==> config.mk <==
export PLATFORM = sky130hd
export DESIGN_NAME = aligned_bump_allocator_flat
export DESIGN_NICKNAME = d
export VERILOG_FILES = /design/src/design/aba_pkg.sv /design/src/design/aba_if.sv /design/src/design/aba_div.sv /design/src/design/aligned_bump_allocator.sv /design/src/flat_wrapper.sv
export SDC_FILE = /design/constraint.sdc
export NUM_CORES = 1
export LEC_CHECK = 0
export BUFFER_PORTS_ARGS = -buffer_cell sky130_fd_sc_hd__clkbuf_2
export CAP_MARGIN = 15
export CORE_ASPECT_RATIO = 0.6
export CORE_UTILIZATION = 56
export CTS_BUF_LIST = sky130_fd_sc_hd__clkbuf_4
export CTS_CLUSTER_DIAMETER = 100
export DETAILED_ROUTE_END_ITERATION = 8
export GPL_TIMING_DRIVEN = 0
export PLACE_DENSITY = 0.81
export SETUP_SLACK_MARGIN = 0.05
export SLEW_MARGIN = 40
export SYNTH_ARGS = -nofsm -noshare
export SYNTH_HDL_FRONTEND = slang
export SYNTH_HIERARCHICAL = 1
export SYNTH_SLANG_ARGS = --single-unit
export TNS_END_PERCENT = 5
==> constraint.sdc <==
create_clock -name clk -period 26.5 [get_ports clk]
set_input_delay 5.3 -clock clk [delete_from_list [all_inputs] [get_ports clk]]
set_output_delay 5.3 -clock clk [all_outputs]
set_load 0.02 [all_outputs]
==> src/design/aba_pkg.sv <==
// Package for the aligned bump allocator: field widths, status codes,
// register indexes and sequencer state encoding. No dependencies.
`default_nettype none
package aba_pkg;

  localparam int OFFSET_BITS = 40;

  localparam int SIZE_W   = 40;
  localparam int ALIGN_W  = 16;
  localparam int GEN_W    = 32;
  localparam int CAP_W    = 40;
  localparam int USED_W   = 40;
  localparam int STATUS_W = 3;
  localparam int CFG_W    = 40;
  localparam int CFG_IDX_W = 1;

  // sums carry two extra bits so both adds can be range-checked
  localparam int SUM_W = USED_W + 2;
  localparam logic [SUM_W-1:0] OFFSET_MAX = (SUM_W'(1) << OFFSET_BITS) - SUM_W'(1);

  localparam int DIV_CNT_W = $clog2(USED_W);

  typedef enum logic [STATUS_W-1:0] {
    ST_OK        = 3'd0,
    ST_INVALID   = 3'd1,
    ST_EMPTY     = 3'd2,
    ST_BAD_ALIGN = 3'd3,
    ST_OVERFLOW  = 3'd4,
    ST_CAPACITY  = 3'd5
  } status_t;

  localparam logic [CFG_IDX_W-1:0] CFG_CAPACITY   = 1'b0;
  localparam logic [CFG_IDX_W-1:0] CFG_GENERATION = 1'b1;

  typedef enum logic [4:0] {
    S_IDLE = 5'b00001,
    S_DIV  = 5'b00010,
    S_ADD  = 5'b00100,
    S_CHK  = 5'b01000,
    S_FIN  = 5'b10000
  } state_t;

endpackage
`default_nettype wire

==> src/design/aba_if.sv <==
// Valid/ready channel interfaces for allocation requests and results.
// Depends on aba_pkg for field widths.
`default_nettype none
interface aba_req_if import aba_pkg::*; ();
  logic                 valid;
  logic                 ready;
  logic [SIZE_W-1:0]    request_size;
  logic [ALIGN_W-1:0]   request_align;

  modport source (output valid, request_size, request_align, input ready);
  modport sink   (input valid, request_size, request_align, output ready);
endinterface

interface aba_res_if import aba_pkg::*; ();
  logic                 valid;
  logic                 ready;
  logic [STATUS_W-1:0]  status;
  logic [USED_W-1:0]    grant_offset;
  logic [SIZE_W-1:0]    grant_size;
  logic [ALIGN_W-1:0]   grant_align;
  logic [GEN_W-1:0]     grant_generation;

  modport source (output valid, status, grant_offset, grant_size, grant_align,
                  grant_generation, input ready);
  modport sink   (input valid, status, grant_offset, grant_size, grant_align,
                  grant_generation, output ready);
endinterface
`default_nettype wire

==> src/design/aba_div.sv <==
// Bit-serial restoring remainder unit: one dividend bit per cycle.
// Depends on aba_pkg for widths.
`default_nettype none
module aba_div import aba_pkg::*; (
  input  wire logic               clk,
  input  wire logic               rst,
  input  wire logic               start,
  input  wire logic [USED_W-1:0]  dividend,
  input  wire logic [ALIGN_W-1:0] divisor,
  output logic                    done,
  output logic [ALIGN_W-1:0]      rem
);

  logic                 busy;
  logic [DIV_CNT_W-1:0] cnt;
  logic [USED_W-1:0]    shreg;
  logic [ALIGN_W:0]     trial;
  logic [ALIGN_W:0]     diff;
  logic [ALIGN_W-1:0]   rem_next;

  always_comb begin
    trial = {rem, shreg[USED_W-1]};
    diff  = trial - {1'b0, divisor};
    if (trial >= {1'b0, divisor}) begin
      rem_next = diff[ALIGN_W-1:0];
    end else begin
      rem_next = trial[ALIGN_W-1:0];
    end
  end

  always_ff @(posedge clk) begin
    if (rst) begin
      busy <= 1'b0;
      done <= 1'b0;
      cnt  <= '0;
    end else begin
      done <= 1'b0;
      if (start) begin
        busy  <= 1'b1;
        cnt   <= '0;
        shreg <= dividend;
        rem   <= '0;
      end else if (busy) begin
        rem   <= rem_next;
        shreg <= {shreg[USED_W-2:0], 1'b0};
        cnt   <= cnt + DIV_CNT_W'(1);
        if (cnt == DIV_CNT_W'(USED_W - 1)) begin
          busy <= 1'b0;
          done <= 1'b1;
        end
      end
    end
  end

  // remainder stays below the divisor once a step has run
  assert property (@(posedge clk) disable iff (rst)
    done |-> (rem < divisor))
    else $error("remainder not below divisor");

  assert property (@(posedge clk) disable iff (rst)
    done |=> !busy && !done)
    else $error("divider did not stop after done");

  assert property (@(posedge clk) disable iff (rst)
    (busy && !start) |=> (cnt == $past(cnt) + DIV_CNT_W'(1)) || done)
    else $error("divider step count skipped");

endmodule
`default_nettype wire

==> src/design/aligned_bump_allocator.sv <==
// Aligned bump allocator: an accepted request runs a bit-serial remainder pass, a
// hand-over of the remainder, a pad/offset add, an end check and a load of the
// output word; invalid pool, empty size and zero alignment go from accept straight
// to the load of the output word (S_FIN), which waits while the output is held. One
// request at a time: the next word is taken only once the last result is loaded; the
// output register lets it start while a result waits. Sync reset zeroes used, cap and gen.
`default_nettype none
module aligned_bump_allocator import aba_pkg::*; (
  input  wire logic                 clk,
  input  wire logic                 rst,
  input  wire logic                 cfg_we,
  input  wire logic [CFG_IDX_W-1:0] cfg_index,
  input  wire logic [CFG_W-1:0]     cfg_wdata,
  aba_req_if.sink                   req,
  aba_res_if.source                 res
);

  state_t             state;
  logic [CAP_W-1:0]   capacity_bytes;
  logic [GEN_W-1:0]   pool_generation;
  logic [USED_W-1:0]  used_bytes;

  logic [SIZE_W-1:0]  req_size;
  logic [ALIGN_W-1:0] req_align;
  logic [SUM_W-1:0]   offset;
  status_t            pend_status;
  logic [SUM_W-1:0]   pend_end;

  logic               div_start;
  logic               div_done;
  logic [ALIGN_W-1:0] div_rem;

  logic               in_accept;
  logic               out_load;
  logic [ALIGN_W-1:0] pad;
  logic [SUM_W-1:0]   end_sum;

  logic               out_valid;
  status_t            out_status;
  logic [USED_W-1:0]  out_offset;
  logic [SIZE_W-1:0]  out_size;
  logic [ALIGN_W-1:0] out_align;
  logic [GEN_W-1:0]   out_gen;

  aba_div u_div (
    .clk      (clk),
    .rst      (rst),
    .start    (div_start),
    .dividend (used_bytes),
    .divisor  (req_align),
    .done     (div_done),
    .rem      (div_rem)
  );

  assign req.ready = (state == S_IDLE);
  assign in_accept = req.valid && req.ready;
  assign out_load  = (state == S_FIN) && (!out_valid || res.ready);
  assign div_start = in_accept && (pool_generation != '0) && (used_bytes <= capacity_bytes)
                     && (req.request_size != '0) && (req.request_align != '0);

  assign pad     = (div_rem == '0) ? '0 : req_align - div_rem;
  assign end_sum = offset + SUM_W'(req_size);

  always_ff @(posedge clk) begin
    if (rst) begin
      state           <= S_IDLE;
      capacity_bytes  <= '0;
      pool_generation <= '0;
      used_bytes      <= '0;
      out_valid       <= 1'b0;
    end else begin
      if (cfg_we) begin
        case (cfg_index)
          CFG_CAPACITY:   capacity_bytes  <= cfg_wdata[CAP_W-1:0];
          CFG_GENERATION: pool_generation <= cfg_wdata[GEN_W-1:0];
          default: ;
        endcase
      end

      // a new word may replace the one taken in the same cycle
      if (out_load) begin
        out_valid <= 1'b1;
      end else if (res.valid && res.ready) begin
        out_valid <= 1'b0;
      end

      case (state)
        S_IDLE: begin
          if (in_accept) begin
            req_size  <= req.request_size;
            req_align <= req.request_align;
            if (pool_generation == '0 || used_bytes > capacity_bytes) begin
              pend_status <= ST_INVALID;
              state       <= S_FIN;
            end else if (req.request_size == '0) begin
              pend_status <= ST_EMPTY;
              state       <= S_FIN;
            end else if (req.request_align == '0) begin
              pend_status <= ST_BAD_ALIGN;
              state       <= S_FIN;
            end else begin
              state <= S_DIV;
            end
          end
        end
        S_DIV: begin
          if (div_done) state <= S_ADD;
        end
        S_ADD: begin
          offset <= SUM_W'(used_bytes) + SUM_W'(pad);
          state  <= S_CHK;
        end
        S_CHK: begin
          pend_end <= end_sum;
          if (offset > OFFSET_MAX || end_sum > OFFSET_MAX) begin
            pend_status <= ST_OVERFLOW;
          end else if (end_sum > SUM_W'(capacity_bytes)) begin
            pend_status <= ST_CAPACITY;
          end else begin
            pend_status <= ST_OK;
          end
          state <= S_FIN;
        end
        S_FIN: begin
          if (out_load) begin
            if (pend_status == ST_OK) used_bytes <= pend_end[USED_W-1:0];
            state <= S_IDLE;
          end
        end
        default: state <= S_IDLE;
      endcase
    end
  end

  // result word register, no reset needed
  always_ff @(posedge clk) begin
    if (out_load) begin
      out_status <= pend_status;
      if (pend_status == ST_OK) begin
        out_offset <= offset[USED_W-1:0];
        out_size   <= req_size;
        out_align  <= req_align;
        out_gen    <= pool_generation;
      end else begin
        out_offset <= '0;
        out_size   <= '0;
        out_align  <= '0;
        out_gen    <= '0;
      end
    end
  end

  assign res.valid            = out_valid;
  assign res.status           = out_status;
  assign res.grant_offset     = out_offset;
  assign res.grant_size       = out_size;
  assign res.grant_align      = out_align;
  assign res.grant_generation = out_gen;

  assert property (@(posedge clk) disable iff (rst)
    !$stable(used_bytes) |-> $past(out_load && pend_status == ST_OK))
    else $error("used bytes moved without a granted word");

  assert property (@(posedge clk) disable iff (rst)
    div_done |-> (state == S_DIV))
    else $error("remainder finished outside the divide step");

  assert property (@(posedge clk) disable iff (rst)
    (res.valid && res.status != ST_OK) |->
      (res.grant_offset == '0 && res.grant_size == '0 && res.grant_generation == '0))
    else $error("error word carries a nonzero grant");

  assert property (@(posedge clk) disable iff (rst)
    (res.valid && res.status == ST_OK) |-> (res.grant_align != '0 && res.grant_size != '0))
    else $error("granted word with zero size or alignment");

endmodule
`default_nettype wire

==> src/flat_wrapper.sv <==
// flat-port wrapper written by rule: the top's interface ports become plain ports
module aligned_bump_allocator_flat import aba_pkg::*;
  (clk, rst, cfg_we, cfg_index, cfg_wdata, req_valid, req_request_size, req_request_align, req_ready, res_valid, res_status, res_grant_offset, res_grant_size, res_grant_align, res_grant_generation, res_ready);
  aba_req_if req_i ();
  aba_res_if res_i ();
  input  wire logic clk;
  input  wire logic rst;
  input  wire logic cfg_we;
  input  wire logic [CFG_IDX_W-1:0] cfg_index;
  input  wire logic [CFG_W-1:0] cfg_wdata;
  input wire logic [$bits(req_i.valid)-1:0] req_valid;
  input wire logic [$bits(req_i.request_size)-1:0] req_request_size;
  input wire logic [$bits(req_i.request_align)-1:0] req_request_align;
  output wire logic [$bits(req_i.ready)-1:0] req_ready;
  output wire logic [$bits(res_i.valid)-1:0] res_valid;
  output wire logic [$bits(res_i.status)-1:0] res_status;
  output wire logic [$bits(res_i.grant_offset)-1:0] res_grant_offset;
  output wire logic [$bits(res_i.grant_size)-1:0] res_grant_size;
  output wire logic [$bits(res_i.grant_align)-1:0] res_grant_align;
  output wire logic [$bits(res_i.grant_generation)-1:0] res_grant_generation;
  input wire logic [$bits(res_i.ready)-1:0] res_ready;
  assign req_i.valid = req_valid;
  assign req_i.request_size = req_request_size;
  assign req_i.request_align = req_request_align;
  assign req_ready = req_i.ready;
  assign res_valid = res_i.valid;
  assign res_status = res_i.status;
  assign res_grant_offset = res_i.grant_offset;
  assign res_grant_size = res_i.grant_size;
  assign res_grant_align = res_i.grant_align;
  assign res_grant_generation = res_i.grant_generation;
  assign res_i.ready = res_ready;
  aligned_bump_allocator u_core (.clk(clk), .rst(rst), .cfg_we(cfg_we), .cfg_index(cfg_index), .cfg_wdata(cfg_wdata), .req(req_i), .res(res_i));
endmodule
==> metrics.md <==
| Metric | Value |
|---|---|
| Register area | `roughly 12000 um2` |
| Fin util | `66.8%` |
| WP data arrival | `about 8.7 ns` |
| Cells after Synth | `2112` |
| Post-synthesis sequential area ratio | `between 50% and 60%` |
| Placement row count | `56` |
| DRT Wirelength | `~65 mm` |
| Top cells by count, synth | `edfxtp_1, nand2_1, a21oi_1, ha_1, and2_1` |
| Worst VDD drop | `roughly 0.037 mV` |
| Reg clk slew, reported paths | `~0.08 ns` |
| Nets | `around 2700` |
| Largest net degree at the start of global routing | `24` |
| Top cells by area, synth | `edfxtp_1, dfxtp_1, ha_1` |
| Number of buffers created by CTS | `approximately 100` |
| Relative slew slack | `41.4%` |
| Hpwl dp | `between 50 and 60 mm` |
| Yosys reg bits | `roughly 450` |
| Clk_lat worst skew | `0.83 ns` |
| Critical path's largest stage delay | `between 0.7 and 0.8 ns` |
| Number of synthesized flops with an enable pin | `roughly 330` |
| M1 WL | `29.5 mm` |
| Fin Clk Skew | `about 0.057 ns` |
| Post-Syn Area | `about 23000 um2` |
| Multi-input logic area | `roughly 9900 um2` |
| Path depth of the worst reg2reg path | `19` |
| Fin cells | `about 3100` |
| Final hold violations | `0` |
| Combinational Power Share | `a little under a third` |
| Area grow syn2layout | `15.9%` |
| First-pass DRT Iterations | `5` |
| Critical Path Most Common Cell | `clkbuf_1` |
| CP cell instances | `clkbuf_2, nor4_2, nand4_1, nor3_2, or4_1, nor2_1, buf_1, clkbuf_1, clkbuf_1, a21oi_1` |
| H-Tree Depth | `3` |
| First-pass GRT wire length | `about 97 mm` |
| Highest Signal Layer | `met5` |
| Hold Buf Count CTS | `0` |
| Internal power | `between 1 and 1.5 mW` |
| Class of the worst hold path | `reg2reg` |
| Crit end category | `flip-flop` |
| CTS root buffer | `clkbuf_4` |
| Remaining antenna violation count after routing | `0` |
| Clock Tree Buf Depth | `3` |
| CP max FO | `10` |
| Post-CTS Resized | `0` |
| Die width | `~260 um` |
| Sw Share | `between 30 and 40%` |
| Core area | `just under 40000 um2` |
| Pwr Density | `about 80 nW/um2` |
| Unrepaired setup endpoints after global routing | `no` |
| Clk network pwr share | `between 20% and 30%` |
| Fin crit period | `approximately 8.2 ns` |
| CTS tree | `built` |
| Final period util | `31.0%` |
| RR Startpoint | `u_core/req_size[1]$_DFFE_PP_` |
| Fin Setup TNS | `0 ns` |
| R2R setup slack | `~21 ns` |
| GRT overflow | `0` |
| Count leader, synth | `edfxtp_1` |
| Critical Path End | `u_core/u_div/rem[3]$_SDFFCE_PP0P_` |
| Number of distinct library cells after synthesis | `75` |
| Kind of critical path | `in2reg` |
| Critical path origin | `req_request_size[32]` |
| Syn_nets | `about 2400` |
| Metal2 WL | `between 20 and 30 mm` |
| Num Clock Sinks | `approximately 450` |
| Worst Path Required | `27.01 ns` |
| Initial antenna violation count | `4` |
| Count of buffers from port buffering | `about 230` |
| Die area | `about 42000 um2` |
| IO Pins | `235` |
| Actual slew at the worst max-slew pin | `between 0.8 and 0.9 ns` |
| Routed len/inst | `~21 um` |
| Min-delay src | `u_core/capacity_bytes[11]$_SDFFE_PP0P_` |
| Postcts setup bufs | `0` |
| WP depth | `10` |
| Ys async rst share | `0%` |
| Via density | `5.90` |
| Largest delay share family, worst path | `buffers and inverters` |
| GP Congestion | `~0.95` |
| Fin. max-slew vios | `0` |
| Fill count | `2995` |
| Final Setup Violations | `0` |
| Setup crit start kind | `input port` |
| Hold slack final | `0.458 ns` |
| Maxcap violations | `0` |
| Ratio of cells with drive above 1 in the final layout | `19.9%` |
| CP bufs+invs | `4` |
| Met3 routed WL | `between 9 and 10 mm` |
| Average size of a mapped cell | `approximately 11 um2` |
| FMAX | `between 100 and 150 MHz` |
| Number of DRC markers in iteration 0 | `2175` |
| Initial core utilization | `57.6%` |
| Post-synth top flop | `edfxtp_1` |
| Share of the synthesized area in the top cell type | `43.0%` |
| Reg2reg end | `u_core/pend_status[2]$_SDFFCE_PP0P_` |
| Placed insts | `about 2900` |
| Total Power Consumption | `2.14 mW` |
| Status | `completed` |
| Vias in the first global route | `about 17000` |
| Yosys warns | `6` |
| Dominant cell type by area after synthesis | `edfxtp_1` |
| Net Sw Power | `0.740 mW` |
| Die Y | `about 160 um` |
| CP max-delay cell | `clkbuf_1` |
| GRT Util Overall | `between 30% and 40%` |
| Vias | `between 15000 and 20000` |
| Leak | `~11 nW` |
| Sequential share of power | `41.5%` |
| DRC Markers | `0` |
## layout by cell type, fill, tap and decap left out, types with 13 or more instances in the layout
cell / count
a211oi_1: 13
a21o_1: 56
a21oi_1: 216
and2_1: 138
and3_1: 14
buf_8: 13
clkbuf_1: 58
clkbuf_2: 234
clkbuf_4: 164
clkinv_1: 23
dfxtp_1: 126
edfxtp_1: 327
ha_1: 168
inv_1: 108
mux2_2: 39
nand2_1: 292
nand2b_1: 22
nand3_1: 31
nand4_1: 32
nor2_1: 86
nor2b_1: 13
nor3_1: 37
nor4_1: 30
o21a_1: 13
o21ai_0: 45
xnor2_1: 68
xor2_1: 31
## registers in the layout (all words and copies together) (netlist names)
signal                       count
u_core/res.status                3
u_core/req_size                 40
u_core/res.valid                 1
u_core/u_div/shreg              40
u_core/u_div/busy                1
u_core/res.grant_generation     32
u_core/u_div/cnt                 6
u_core/res.grant_offset         40
u_core/res.grant_align          16
u_core/state                     5
u_core/capacity_bytes           40
u_core/req_align                16
u_core/u_div/done                1
u_core/pool_generation          32
u_core/pend_status               3
u_core/used_bytes               40
u_core/offset                   41
u_core/res.grant_size           40
u_core/u_div/rem                16
u_core/pend_end                 40
## power by group through the flow
stage	logic, mW	clock network (mW)	registers [mW]
after floorplan	0.445	0	0.906
after global placement	0.614	0	0.912
after detailed placement	0.653	0	0.903
after CTS	0.658	0.586	0.888
after global routing	0.731	0.619	0.894
final	0.679	0.576	0.889
## logic make-up after synthesis
group                      count (synthesis)  synth area share (%)
AOI/OAI and AO/OA                        435                  11.9
muxes                                     42                  2.05
DFF                                      453                  54.0
xor gates and xnor gates                  99                  3.79
buffers and inverters                    178                  3.03
adders and majority gates                172                  9.55
and+or+nand+nor                          733                  15.7
## worst min-delay path by stage
| stage | to | slack [ns] | cells past startpoint |
|---|---|---|---|
| after global routing | u_core/capacity_bytes[5]$_SDFFE_PP0P_ | 0.47 | 2 |
| final | u_core/capacity_bytes[11]$_SDFFE_PP0P_ | 0.46 | 2 |
| after detailed placement | u_core/capacity_bytes[11]$_SDFFE_PP0P_ | 0.45 | 2 |
| after floorplan | u_core/res.status[2]$_DFFE_PP_ | 0.43 | 0 |
| after global placement | u_core/capacity_bytes[21]$_SDFFE_PP0P_ | 0.45 | 2 |
| after CTS | u_core/capacity_bytes[11]$_SDFFE_PP0P_ | 0.46 | 2 |
## stage by stage
step                      instance area [um2]  worst slack, ns
after floorplan                         22900            14.00
after global placement                  24700            10.26
after detailed placement                25000            17.27
after CTS                               26400            18.13
after global routing                    26500            18.17
final                                   26500            18.27
## tightest hold or removal path, stage by stage (launching register included)
cell and delay (ns):
dfxtp_1 0.31, nand2_1 0.05, a21oi_1 0.05
## cell type report
class / instances / area share (%)
clock inverters: 31 / 0.600
repair buffers: 257 / 5.65
well taps: 522 / 2.47
inverters: 108 / 1.53
plain buffers: 70 / 1.08
clock buffers: 164 / 4.65
multi-input cells: 1481 / 37.4
flip-flops and latches: 453 / 46.6
diodes: 2 / 0.0189
## per-layer routing
metal  up-vias  global-route usage, %
met1      8578                   47.1
met5         -                      0
met2      1155                   41.3
met3        90                   11.2
li1       8404                      -
met4         4                   7.68
No activity file was read; power rests on OpenSTA's default activity.
